$ cat src/rtl/prw_pkg.sv
package prw_pkg;

  localparam int QUEUE_DEPTH = 16;
  localparam int PRIO_BITS   = 8;
  localparam int TAG_W       = 4;
  localparam int NUM_TAGS    = 16;
  localparam int CNT_W       = $clog2(QUEUE_DEPTH + 1);
  localparam int IDX_W       = $clog2(QUEUE_DEPTH);

  localparam logic [1:0] CMD_REQUEST = 2'd0;
  localparam logic [1:0] CMD_YIELD   = 2'd1;
  localparam logic [1:0] CMD_RELEASE = 2'd2;
  localparam logic [1:0] CMD_QUERY   = 2'd3;

  localparam logic [1:0] ST_OK          = 2'd0;
  localparam logic [1:0] ST_BAD_RELEASE = 2'd1;
  localparam logic [1:0] ST_QUEUE_FULL  = 2'd2;
  localparam logic [1:0] ST_BAD_YIELD   = 2'd3;

  typedef struct packed {
    logic [TAG_W-1:0]     tag;
    logic [PRIO_BITS-1:0] prio;
    logic                 wr;
  } entry_t;

  // Shift commands broadcast to every cell of the wait queue.
  typedef struct packed {
    logic insert;
    logic pop;
  } cell_op_t;

endpackage

$ cat src/rtl/prw_cell.sv
module prw_cell (
  input  logic               clk,
  input  prw_pkg::cell_op_t  op,
  input  prw_pkg::entry_t    ins,
  input  logic               valid,
  input  logic [3:0]         qtag,
  input  prw_pkg::entry_t    left,
  input  logic               left_gt,
  input  prw_pkg::entry_t    right,
  output prw_pkg::entry_t    entry,
  output logic               gt,
  output logic               match
);

  // An empty slot counts as ranked after the new entry, so the insertion
  // point is the first cell that raises gt while its left neighbor does not.
  assign gt    = !valid || (entry.prio > ins.prio);
  assign match = valid && (entry.tag == qtag);

  always_ff @(posedge clk) begin
    if (op.pop) begin
      entry <= right;
    end else if (op.insert) begin
      if (left_gt) begin
        entry <= left;
      end else if (gt) begin
        entry <= ins;
      end
    end
  end

endmodule

$ cat src/rtl/prw_ctrl.sv
module prw_ctrl (
  input  logic                                    clk,
  input  logic                                    rst,
  input  logic                                    s_tvalid,
  output logic                                    s_tready,
  input  logic [15:0]                             s_tdata,
  input  logic [1:0]                              s_tuser,
  output logic                                    m_tvalid,
  input  logic                                    m_tready,
  output logic [23:0]                             m_tdata,
  output logic                                    m_tuser,
  output logic                                    m_tlast,
  input  logic [prw_pkg::QUEUE_DEPTH-1:0]         match,
  input  prw_pkg::entry_t                         head,
  output prw_pkg::cell_op_t                       op,
  output prw_pkg::entry_t                         ins,
  output logic [prw_pkg::TAG_W-1:0]               qtag,
  output logic [prw_pkg::CNT_W-1:0]               count
);

  typedef enum logic [1:0] {
    S_IDLE,
    S_EXEC,
    S_GRANT,
    S_STATUS
  } state_t;

  state_t                               state;
  logic [1:0]                           cmd_q;
  logic [prw_pkg::TAG_W-1:0]            tag_q;
  logic [prw_pkg::PRIO_BITS-1:0]        prio_q;
  logic                                 wr_q;
  logic [prw_pkg::NUM_TAGS-1:0]         holder_mask;
  logic                                 writer_holds;
  logic [prw_pkg::PRIO_BITS-1:0]        attr_prio [prw_pkg::NUM_TAGS];
  logic [prw_pkg::NUM_TAGS-1:0]         attr_wr;
  logic [1:0]                           status_q;
  logic [4:0]                           position_q;

  logic [prw_pkg::TAG_W-1:0]            out_tag;
  logic                                 out_wr;
  logic [1:0]                           out_status;
  logic [4:0]                           out_qlen;
  logic [4:0]                           out_pos;

  logic                                 held;
  logic                                 found;
  logic                                 full;
  logic                                 do_ins;
  logic                                 do_free;
  logic [1:0]                           exec_status;
  logic                                 eligible;
  logic                                 slot_free;
  logic                                 grant_go;
  logic                                 out_load;
  logic [prw_pkg::IDX_W-1:0]            match_idx;

  assign s_tready = (state == S_IDLE);
  assign m_tdata  = {7'd0, out_pos, out_qlen, out_status, out_wr, out_tag};
  assign qtag     = tag_q;

  always_comb begin
    held      = holder_mask[tag_q];
    found     = |match;
    full      = (count == prw_pkg::CNT_W'(prw_pkg::QUEUE_DEPTH));
    slot_free = !m_tvalid || m_tready;
    eligible  = head.wr ? (holder_mask == '0) : !writer_holds;
    grant_go  = (count != '0) && eligible && slot_free;
    out_load  = ((state == S_GRANT) && grant_go) || ((state == S_STATUS) && slot_free);

    match_idx = '0;
    for (int i = 0; i < prw_pkg::QUEUE_DEPTH; i++) begin
      if (match[i]) begin
        match_idx = match_idx | prw_pkg::IDX_W'(i);
      end
    end

    ins.tag  = tag_q;
    ins.prio = (cmd_q == prw_pkg::CMD_REQUEST) ? prio_q : attr_prio[tag_q];
    ins.wr   = (cmd_q == prw_pkg::CMD_REQUEST) ? wr_q : attr_wr[tag_q];

    do_ins      = 1'b0;
    do_free     = 1'b0;
    exec_status = prw_pkg::ST_OK;
    case (cmd_q)
      prw_pkg::CMD_REQUEST: begin
        // A tag that already waits or holds is ignored.
        if (!held && !found) begin
          if (full) begin
            exec_status = prw_pkg::ST_QUEUE_FULL;
          end else begin
            do_ins = 1'b1;
          end
        end
      end
      prw_pkg::CMD_YIELD: begin
        if (!held) begin
          exec_status = prw_pkg::ST_BAD_YIELD;
        end else if (full) begin
          exec_status = prw_pkg::ST_QUEUE_FULL;
        end else begin
          do_ins  = 1'b1;
          do_free = 1'b1;
        end
      end
      prw_pkg::CMD_RELEASE: begin
        if (!held) begin
          exec_status = prw_pkg::ST_BAD_RELEASE;
        end else begin
          do_free = 1'b1;
        end
      end
      default: begin
      end
    endcase

    op.insert = (state == S_EXEC) && do_ins;
    op.pop    = (state == S_GRANT) && grant_go;
  end

  always_ff @(posedge clk) begin
    if (rst) begin
      state        <= S_IDLE;
      count        <= '0;
      holder_mask  <= '0;
      writer_holds <= 1'b0;
      m_tvalid     <= 1'b0;
    end else begin
      if (out_load) begin
        m_tvalid <= 1'b1;
      end else if (m_tready) begin
        m_tvalid <= 1'b0;
      end
      case (state)
        S_IDLE: begin
          if (s_tvalid) begin
            cmd_q  <= s_tuser;
            tag_q  <= s_tdata[prw_pkg::TAG_W-1:0];
            prio_q <= s_tdata[4 +: prw_pkg::PRIO_BITS];
            wr_q   <= s_tdata[12];
            state  <= S_EXEC;
          end
        end
        S_EXEC: begin
          status_q   <= exec_status;
          position_q <= (cmd_q == prw_pkg::CMD_QUERY) ?
                        (found ? 5'(match_idx) : 5'(count)) : 5'd0;
          if (do_ins) begin
            count <= count + 1'b1;
            if (cmd_q == prw_pkg::CMD_REQUEST) begin
              attr_prio[tag_q] <= prio_q;
              attr_wr[tag_q]   <= wr_q;
            end
          end
          if (do_free) begin
            holder_mask[tag_q] <= 1'b0;
            if (attr_wr[tag_q]) begin
              writer_holds <= 1'b0;
            end
          end
          state <= S_GRANT;
        end
        S_GRANT: begin
          if ((count == '0) || !eligible) begin
            state <= S_STATUS;
          end else if (slot_free) begin
            count                 <= count - 1'b1;
            holder_mask[head.tag] <= 1'b1;
            if (head.wr) begin
              writer_holds <= 1'b1;
            end
            m_tuser    <= 1'b1;
            m_tlast    <= 1'b0;
            out_tag    <= head.tag;
            out_wr     <= head.wr;
            out_status <= prw_pkg::ST_OK;
            out_qlen   <= 5'(count - 1'b1);
            out_pos    <= '0;
          end
        end
        S_STATUS: begin
          if (slot_free) begin
            m_tuser    <= 1'b0;
            m_tlast    <= 1'b1;
            out_tag    <= '0;
            out_wr     <= 1'b0;
            out_status <= status_q;
            out_qlen   <= 5'(count);
            out_pos    <= position_q;
            state      <= S_IDLE;
          end
        end
        default: begin
          state <= S_IDLE;
        end
      endcase
    end
  end

endmodule

$ cat src/rtl/priority_rw_lock_arbiter.sv
// Reader/writer lock arbiter with a priority wait queue. Each input
// transaction carries a command (request, yield, release or position query)
// in s_tuser and answers with zero or more grant transactions, in grant
// order, followed by one status transaction marked by m_tlast. The wait
// queue is a row of cells kept sorted by priority (lower first, arrival
// order among equals); an insert shifts the cells from its insertion point
// on one step and a head removal shifts every cell one step, and tag
// lookups compare all cells at once. An input is accepted, then executed;
// a grant loop then removes one queue head per cycle while the output
// slot is free, until it finds the queue empty or its head not eligible,
// and the status follows; backpressure on the result side stretches both.
// A new input is accepted only after the previous status has been loaded
// into the output register. No clearing pass runs after reset.
module priority_rw_lock_arbiter (
  input  logic        clk,
  input  logic        rst,
  input  logic        s_tvalid,
  output logic        s_tready,
  input  logic [15:0] s_tdata,   // tag[3:0], prio[11:4], write[12]
  input  logic [1:0]  s_tuser,   // cmd[1:0]
  output logic        m_tvalid,
  input  logic        m_tready,
  output logic [23:0] m_tdata,   // grant_tag[3:0], grant_write[4], status[6:5],
                                 // queue_length[11:7], position[16:12]
  output logic        m_tuser,   // is_grant[0]
  output logic        m_tlast
);

  prw_pkg::cell_op_t                    op;
  prw_pkg::entry_t                      ins;
  logic [prw_pkg::TAG_W-1:0]            qtag;
  logic [prw_pkg::CNT_W-1:0]            count;
  prw_pkg::entry_t                      entries [prw_pkg::QUEUE_DEPTH];
  logic [prw_pkg::QUEUE_DEPTH-1:0]      gt;
  logic [prw_pkg::QUEUE_DEPTH-1:0]      match;

  prw_ctrl u_ctrl (
    .clk      (clk),
    .rst      (rst),
    .s_tvalid (s_tvalid),
    .s_tready (s_tready),
    .s_tdata  (s_tdata),
    .s_tuser  (s_tuser),
    .m_tvalid (m_tvalid),
    .m_tready (m_tready),
    .m_tdata  (m_tdata),
    .m_tuser  (m_tuser),
    .m_tlast  (m_tlast),
    .match    (match),
    .head     (entries[0]),
    .op       (op),
    .ins      (ins),
    .qtag     (qtag),
    .count    (count)
  );

  for (genvar i = 0; i < prw_pkg::QUEUE_DEPTH; i++) begin : g_cell
    prw_pkg::entry_t left_entry;
    prw_pkg::entry_t right_entry;
    logic            left_gt;
    logic            valid;

    assign valid = (prw_pkg::CNT_W'(i) < count);
    if (i == 0) begin : g_first
      assign left_entry = entries[i];
      assign left_gt    = 1'b0;
    end else begin : g_inner
      assign left_entry = entries[i-1];
      assign left_gt    = gt[i-1];
    end
    if (i == prw_pkg::QUEUE_DEPTH - 1) begin : g_last
      assign right_entry = entries[i];
    end else begin : g_body
      assign right_entry = entries[i+1];
    end

    prw_cell u_cell (
      .clk     (clk),
      .op      (op),
      .ins     (ins),
      .valid   (valid),
      .qtag    (qtag),
      .left    (left_entry),
      .left_gt (left_gt),
      .right   (right_entry),
      .entry   (entries[i]),
      .gt      (gt[i]),
      .match   (match[i])
    );
  end

  a_count_bound: assert property (@(posedge clk) disable iff (rst)
    count <= prw_pkg::CNT_W'(prw_pkg::QUEUE_DEPTH))
    else $error("wait queue count exceeds depth");

  a_unique_tag: assert property (@(posedge clk) disable iff (rst)
    $onehot0(match))
    else $error("tag found in more than one queue cell");

  a_no_push_pop: assert property (@(posedge clk) disable iff (rst)
    !(op.insert && op.pop))
    else $error("insert and pop in the same cycle");

  a_status_closes: assert property (@(posedge clk) disable iff (rst)
    (m_tvalid && m_tlast) |-> !m_tuser)
    else $error("closing transaction is marked as a grant");

endmodule
$ cat config.mk
export PLATFORM = sky130hd
export DESIGN_NAME = priority_rw_lock_arbiter
export DESIGN_NICKNAME = d
export VERILOG_FILES = /design/src/rtl/prw_pkg.sv /design/src/rtl/prw_cell.sv /design/src/rtl/prw_ctrl.sv /design/src/rtl/priority_rw_lock_arbiter.sv
export SDC_FILE = /design/constraint.sdc
export NUM_CORES = 1
export LEC_CHECK = 0
export ABC_AREA = 1
export BUFFER_PORTS_ARGS = -buffer_cell sky130_fd_sc_hd__buf_2
export CAP_MARGIN = 20
export CORE_MARGIN = 3
export CORE_UTILIZATION = 60
export DETAILED_ROUTE_END_ITERATION = 10
export PLACE_DENSITY = 0.79
export SLEW_MARGIN = 20
export SYNTH_ARGS = -nofsm -noshare
export SYNTH_HDL_FRONTEND = slang
export SYNTH_SLANG_ARGS = --single-unit
export TNS_END_PERCENT = 5
$ cat constraint.sdc
create_clock -name clk -period 7.2 [get_ports clk]
set_clock_uncertainty 0.05 [all_clocks]
set_input_delay 1.44 -clock clk [delete_from_list [all_inputs] [get_ports clk]]
set_output_delay 1.44 -clock clk [all_outputs]
set_load 0.02 [all_outputs]
==> summary.log, run 1 <==
qor: routing.drt-vias-per-instance 6.22
qor: clock_network.clkLatencyLatePin 600 ps
qor: clock_network.clockBufferDepth 3
qor: logic_synthesis.postSynthAreaPerCell 8.85 um2
qor: worst_setup_path.setup_cp_type flip-flop to flip-flop
qor: logic_synthesis.yosys_warnings 0
qor: sta.finalSetupViolCount 0
qor: worst_setup_path.required 7420 ps
qor: worst_setup_path.timing.critical_path.from_type flip-flop
qor: logic_synthesis.synth.area.mux_share 0%
qor: routing.wire_per_inst 20.0 um
qor: clock_network.clkSlewWorstSetupHoldPaths 60 ps
qor: sta.hold_viol_final 0
qor: worst_setup_path.timing.critical_path.arrival 5680 ps
qor: power_and_ir_drop.combPwrFrac 45.5%
qor: placement.postPlaceCellArea 0.0245 mm2
qor: power_and_ir_drop.powerDensity 446 mW/mm2
qor: grt.antenna_found_initial 0
qor: floorplan.fp-row-count 72
qor: grt.grt_use_total 30.5%
qor: clock_network.tritoncts.num_buffers 44
qor: finish.seqCellArea 0.0124 mm2
qor: min_path.worstHoldPathType flip-flop to flip-flop
qor: placement.dp_hpwl 43,300 um
qor: grt.grt_pass1_vias 19.5k
qor: clock_network.postCtsSetupBuffers 0
qor: logic_synthesis.dominant_combinational_cell_family_by_area_after_synthesis simple AND/OR/NAND/NOR gates
qor: floorplan.core 0.0390 mm2
qor: finish.final_net_count 2,865
qor: clock_network.hold_buffers 0
qor: sta.postLayoutSetupSlackWorst 1740 ps
qor: floorplan.floorplan.initialDensity 61.3%
qor: routing.initialDrtViolationCount 2,427
qor: floorplan.die_x 206 um
qor: sta.final.setup.tns 0 ps
qor: placement.io_buffers 39
qor: logic_synthesis.synth_area_leader_cell edfxtp_1
qor: sta.report.final.slew_viol_count 0
qor: logic_synthesis.synth_top_area_share 49.3%
qor: finish.stdcell_area 0.0260 mm2
qor: routing.drc_errors 0
qor: routing.routed_wl 65,000 um
qor: power_and_ir_drop.p_seq_share 35.3%
qor: power_and_ir_drop.p_sw 4990 uW
qor: clock_network.ctsRootBufferMaster clkbuf_16
qor: power_and_ir_drop.p_sw_share 43.1%
qor: logic_synthesis.yosys_register_bits 422
qor: logic_synthesis.synth.distinct_cells 45
qor: worst_setup_path.element_type_at_the_critical_path_end flip-flop
qor: grt.globalRouteOverflowTotal 0
qor: logic_synthesis.mappedNetlistArea 0.0239 mm2
qor: placement.place_inst 3,173
qor: worst_setup_path.crit_fanout 29
qor: sta.relSlewSlack 35.5%
qor: logic_synthesis.instance_count_of_the_mapped_netlist 2,704
qor: logic_synthesis.synthXorXnorAreaFrac 0.805%
qor: clock_network.cts-htree-levels 2
qor: clock_network.cts_resized 0
qor: floorplan.floorplan.die_area 0.0423 mm2
qor: logic_synthesis.yosys.area_share.simple 18.6%
qor: run_status.status finished, final reports clean
qor: finish.fin_util 66.6%
qor: floorplan.chipHeight 206 um
qor: grt.first_pass_grt_wire_length 102,000 um
qor: finish.drive_above_1_share 7.60%
qor: sta.max_freq 0.183 GHz
qor: sta.rsz0062_at_grt no
qor: clock_network.cts_num_sinks 422
qor: finish.multi_input_comb_area 0.0102 mm2
qor: sta.tightestPinTransition 962 ps
qor: finish.mostFrequentLayoutCells nand2_1, edfxtp_1, nor2_1, a21oi_1, o21ai_0
qor: routing.drt-pass1-iter-count 6
qor: placement.preCtsSetupSlack 1910 ps
qor: finish.mostFrequentLayoutCell nand2_1
qor: logic_synthesis.ys_seq_area_share 51.7%
qor: finish.flow.area_growth_from_synthesis 8.52%
qor: finish.stdcell_count 3,256
qor: logic_synthesis.synth_compound_area_share 15.5%
qor: finish.fillCellCount 2,955
qor: grt.pin_count_of_the_biggest_net_entering_global_routing 278
qor: sta.period_needed 5460 ps
qor: routing.vias 20.2k
qor: clock_network.clock_tree_from_tritoncts done
qor: power_and_ir_drop.vdd_drop_max 317 uV
qor: power_and_ir_drop.p_int 6590 uW
qor: logic_synthesis.top_area_cells_in_the_synthesized_netlist edfxtp_1, nand2_1, ha_1
qor: run.max-cap-violations 0
qor: routing.postRouteAntennaNets 0
qor: placement.place.gp.congestion 0.900
qor: power_and_ir_drop.power_leakage 0.0103 uW
qor: floorplan.top_level_ports 50
qor: power_and_ir_drop.proportion_of_power_drawn_by_the_clock_network 19.2%
qor: finish.num_antenna_cells 0
qor: logic_synthesis.synthAdderAreaFrac 7.32%
qor: sta.period_share 75.9%
==> per-stage QoR <==
stage,hold slack (ps),power [uW]
floorplan,427,7630
global placement,438,8950
detailed placement,440,9200
CTS,454,11400
global route,491,12300
finish,451,11600
==> flip-flops by register name, indices dropped and copies added (netlist names), 2 cells and up, named ones only <==
signal / count
u_ctrl.attr_prio: 128
u_ctrl.status_q: 2
u_ctrl.out_status: 2
u_ctrl.out_pos: 5
u_ctrl.prio_q: 8
u_ctrl.holder_mask: 16
u_ctrl.cmd_q: 2
u_ctrl.state: 2
u_ctrl.out_qlen: 5
u_ctrl.attr_wr: 16
u_ctrl.count: 5
u_ctrl.qtag: 4
g_cell.u_cell.entry: 208
u_ctrl.out_tag: 4
u_ctrl.position_q: 5
==> cell usage after synthesis, drive strengths merged <==
master / count
nand2: 680
edfxtp: 393
nor2: 326
a21oi: 275
o21ai: 238
inv: 165
ha: 140
a31oi: 99
clkbuf: 97
buf: 60
nand3: 60
dfxtp: 29
nor3: 27
o221ai: 22
a22oi: 15
clkinv: 14
o211ai: 14
xor2: 14
xnor2: 8
nand4: 7
o22ai: 7
nor4: 3
o41ai: 3
a221oi: 2
nand3b: 2
a21boi: 1
and3: 1
conb: 1
or2: 1
==> cell families after synthesis <==
group / count (synthesis)
other: 1
adders and majority gates: 140
buffers and inverters: 336
and+or+nand+nor: 1107
AOI/OAI and AO/OA: 676
DFF: 422
xor gates and xnor gates: 22
==> worst paths after layout <==
path	from	to	slack (ps)	cells past startpoint
setup / recovery	flip-flop	g_cell[2].u_cell.entry[6]	1740	21
hold reg to reg	u_ctrl.position_q[2]	u_ctrl.out_pos[2]	450	2
hold / removal	u_ctrl.position_q[2]	u_ctrl.out_pos[2]	450	2
setup reg to reg	flip-flop	g_cell[2].u_cell.entry[6]	1740	21
==> power groups by stage <==
| stage | clock network [uW] | logic (uW) | registers [uW] |
|---|---|---|---|
| 6_report | 2230 | 5270 | 4090 |
| 5_1_grt | 2350 | 5850 | 4130 |
| 4_1_cts | 2240 | 5130 | 4070 |
| 3_5_place_dp | 0 | 5080 | 4110 |
| 3_3_place_gp | 0 | 4860 | 4100 |
| 2_1_floorplan | 0 | 3660 | 3970 |
==> worst max-delay path, stage by stage (launching register included) <==
cell and delay (ps):
dfxtp_2 320, inv_1 220, buf_4 360, buf_4 310, o21ai_0 110, o221ai_1 250, nand3_1 120, nand2_1 100
nand2_1 70, nand2_1 680, inv_1 140, buf_4 240, ha_1 280, nand2_1 70, nor2_1 100, nand2_1 60
o211ai_1 80, o41ai_1 110, nand2_1 530, nor3_1 90, a21oi_1 500, buf_4 310
==> layer usage <==
layer  share of wire (%)  GRT usage (%)
met2                  45           47.5
met3                  10           5.16
met4                 3.6           12.6
met1                  41           42.7
met5                   0              0
==> layout make-up <==
type | instances | share of cell area [%]
Timing Repair Buffer | 104 | 2.80
Clock inverter | 24 | 0.896
Inverter | 179 | 2.60
Clock buffer | 57 | 4.43
Multi-Input combinational cell | 1952 | 39.1
Tap cell | 518 | 2.50
Sequential cell | 422 | 47.7
(Power assumes the default switching activity.)
==> inputs of run 2 (changes only) <==
==> constraint.sdc (replaced) <==
create_clock -name clk -period 5.2 [get_ports clk]
set_clock_uncertainty 0.05 [all_clocks]
set_input_delay 1.04 -clock clk [delete_from_list [all_inputs] [get_ports clk]]
set_output_delay 1.04 -clock clk [all_outputs]
set_load 0.02 [all_outputs]
==> run 2 against run 1 <==
Compared with the run above: sequential power up 38%; routed wire length down 2.2%; power up 42%; die area unchanged; register-to-register slack worse by 1200 ps; count of clock-buffer cells in the layout down 2; setup slack worse by 1200 ps; critical endpoint is now g_cell[6].u_cell.entry[5]; largest power group unchanged.
==> summary.log, run 2 (synthesis results as in run 1) <==
qor: sta.relSlewSlack 27.9% [was 35.5%]
qor: clock_network.cts-htree-levels 2 [unchanged]
qor: finish.top_register g_cell.u_cell.entry [unchanged]
qor: routing.vias 20.4k [was 20.2k]
qor: sta.rsz0062_at_grt no [unchanged]
qor: worst_setup_path.critical_path.top_delay_family compound AO/OA/AOI/OAI gates [was simple AND/OR/NAND/NOR gates]
qor: clock_network.cts_num_sinks 422 [unchanged]
qor: floorplan.chipHeight 206 um [unchanged]
qor: worst_setup_path.critical_path.slowest_cell a21oi_1 [was nand2_1]
qor: sta.tightestPinTransition 1080 ps [was 962 ps]
qor: grt.globalRouteOverflowTotal 0 [unchanged]
qor: floorplan.fp-row-count 72 [unchanged]
qor: clock_network.ctsRootBufferMaster clkbuf_16 [unchanged]
qor: grt.grt_pass1_vias 19.7k [was 19.5k]
qor: run.max-cap-violations 0 [unchanged]
qor: clock_network.hold_buffers 0 [unchanged]
qor: finish.mostFrequentLayoutCell nand2_1 [unchanged]
qor: finish.largest_register_ff_count 208 [unchanged]
qor: finish.num_antenna_cells 0 [unchanged]
qor: power_and_ir_drop.powerDensity 620 mW/mm2 [was 446 mW/mm2]
qor: worst_setup_path.setup_cp_type flip-flop to flip-flop [unchanged]
qor: finish.drive_above_1_share 9.48% [was 7.60%]
qor: floorplan.core 0.0390 mm2 [unchanged]
qor: floorplan.top_level_ports 50 [unchanged]
qor: worst_setup_path.cell_chain_critical_path inv_1, buf_4, o21ai_0, o221ai_1, nand3_1, nand2_1, nand2_1, nand2_1, inv_1, buf_12, ha_1, nand2_1, o21ai_0, nand2_1, o211ai_1, o21ai_0, nand2_1, nor3_1, a21oi_1, buf_12 [was inv_1, buf_4, buf_4, o21ai_0, o221ai_1, nand3_1, nand2_1, nand2_1, nand2_1, inv_1, buf_4, ha_1, nand2_1, nor2_1, nand2_1, o211ai_1, o41ai_1, nand2_1, nor3_1, a21oi_1, buf_4]
qor: worst_setup_path.element_type_at_the_critical_path_end flip-flop [unchanged]
qor: sta.hold_viol_final 0 [unchanged]
qor: placement.io_buffers 39 [unchanged]
qor: placement.place.gp.congestion 0.916 [was 0.900]
qor: grt.first_pass_grt_wire_length 101,000 um [was 102,000 um]
qor: worst_setup_path.timing.critical_path.arrival 4950 ps [was 5680 ps]
qor: worst_setup_path.required 5450 ps [was 7420 ps]
qor: worst_setup_path.crit_fanout 30 [was 29]
qor: clock_network.postCtsSetupBuffers 0 [unchanged]
qor: routing.drt-pass1-iter-count 6 [unchanged]
qor: grt.grt_use_total 29.7% [was 30.5%]
qor: worst_setup_path.worst_path_most_repeated_cell nand2_1 [unchanged]
qor: sta.period_share 90.4% [was 75.9%]
qor: finish.final_net_count 2,901 [was 2,865]
qor: power_and_ir_drop.vdd_drop_max 458 uV [was 317 uV]
qor: run_status.status finished, final reports clean [unchanged]
qor: clock_network.clkLatencyLatePin 600 ps [about the same]
qor: floorplan.floorplan.die_area 0.0423 mm2 [unchanged]
qor: sta.max_freq 0.213 GHz [was 0.183 GHz]
qor: sta.finalSetupViolCount 0 [unchanged]
qor: routing.routed_wl 63,600 um [was 65,000 um]
qor: min_path.worstHoldPathType flip-flop to flip-flop [unchanged]
qor: clock_network.clock_tree_from_tritoncts done [unchanged]
qor: finish.flow.area_growth_from_synthesis 10.5% [was 8.52%]
qor: placement.dp_hpwl 43,800 um [was 43,300 um]
qor: floorplan.die_x 206 um [unchanged]
qor: sta.report.final.slew_viol_count 0 [unchanged]
qor: finish.fillCellCount 2,938 [was 2,955]
qor: finish.stdcell_area 0.0264 mm2 [was 0.0260 mm2]
qor: finish.largest_registers g_cell.u_cell.entry (208), u_ctrl.attr_prio (128) [unchanged]
qor: worst_setup_path.max_stage_delay 580 ps [was 680 ps]
qor: power_and_ir_drop.power_leakage 0.0106 uW [was 0.0103 uW]
qor: worst_setup_path.timing.critical_path.from_type flip-flop [unchanged]
qor: finish.fin_util 67.8% [was 66.6%]
qor: sta.final.setup.tns 0 ps [unchanged]
qor: finish.mostFrequentLayoutCells nand2_1, edfxtp_1, nor2_1, a21oi_1, o21ai_0 [unchanged]
qor: worst_setup_path.timing.critical_path.buf_inv 5 [was 6]
qor: clock_network.clkSlewWorstSetupHoldPaths 60 ps [about the same]
qor: sta.hold-worst-slack 460 ps [was 451 ps]
qor: floorplan.floorplan.initialDensity 61.3% [unchanged]
qor: routing.drc_errors 0 [unchanged]
qor: placement.postPlaceCellArea 0.0250 mm2 [was 0.0245 mm2]
qor: routing.initialDrtViolationCount 2,347 [was 2,427]
qor: routing.wire_per_inst 19.3 um [was 20.0 um]
qor: clock_network.tritoncts.num_buffers 44 [unchanged]
qor: grt.antenna_found_initial 0 [unchanged]
qor: routing.drt-vias-per-instance 6.20 [was 6.22]
qor: sta.period_needed 4700 ps [was 5460 ps]
qor: clock_network.cts_resized 0 [unchanged]
qor: grt.pin_count_of_the_biggest_net_entering_global_routing 204 [was 278]
qor: routing.postRouteAntennaNets 0 [unchanged]
qor: clock_network.clockBufferDepth 3 [unchanged]
## run 2: metrics by stage
step / setup WS, ps / instances / total power, uW
3_5_place_dp: 617 / 3211 / 13000
4_1_cts: 585 / 3291 / 16300
3_3_place_gp: 791 / 3211 / 12600
6_report: 502 / 3291 / 16400
2_1_floorplan: 1160 / 2710 / 10600
5_1_grt: 12.5 / 3291 / 17500
## run 2: path summary, 6_finish.rpt
| kind | start | endpoint | slack [ps] | cells past startpoint |
|---|---|---|---|---|
| max | flip-flop | g_cell[6].u_cell.entry[5] | 500 | 20 |
| min | u_ctrl.position_q[4] | u_ctrl.out_pos[4] | 460 | 2 |
| max reg2reg | flip-flop | g_cell[6].u_cell.entry[5] | 500 | 20 |
| min reg2reg | u_ctrl.position_q[4] | u_ctrl.out_pos[4] | 460 | 2 |
## run 2: worst reg2reg max path: stages, from the launching register on
cell and delay [ps]:
dfxtp_2 410, inv_1 380, buf_4 400, o21ai_0 140
o221ai_1 380, nand3_1 150, nand2_1 100, nand2_1 60
nand2_1 120, inv_1 80, buf_12 150, ha_1 280
nand2_1 70, o21ai_0 220, nand2_1 80, o211ai_1 90
o21ai_0 180, nand2_1 170, nor3_1 80, a21oi_1 580
buf_12 220
## run 2: layout make-up
class	instances	area, um2	area share (%)
sequential	422	12400	46.8
timing repair buffer	140	1130	4.27
inverter	179	674	2.55
multi-input combinational	1952	10100	38.4
clock buffer	55	1210	4.58
clock inverter	25	255	0.965
tap	518	648	2.45
## run 2: report_power, final
part	internal (uW)	switching (uW)	leakage, uW	total [uW]
registers	5050	592	0.00381	5650
clock network	1820	1410	0.000713	3230
logic	2620	4900	0.00604	7530
## run 2: metal layers
| metal | wire length, um | track usage (%) | part of all wire [%] | vias to the layer above |
|---|---|---|---|---|
| met5 | 0 | 0 | 0 | - |
| met4 | 2340 | 12.1 | 3.7 | 0 |
| met3 | 6420 | 5.02 | 10 | 176 |
| met2 | 29200 | 47.3 | 46 | 1182 |
| met1 | 25600 | 40.8 | 40 | 9595 |
| li1 | - | - | - | 9457 |
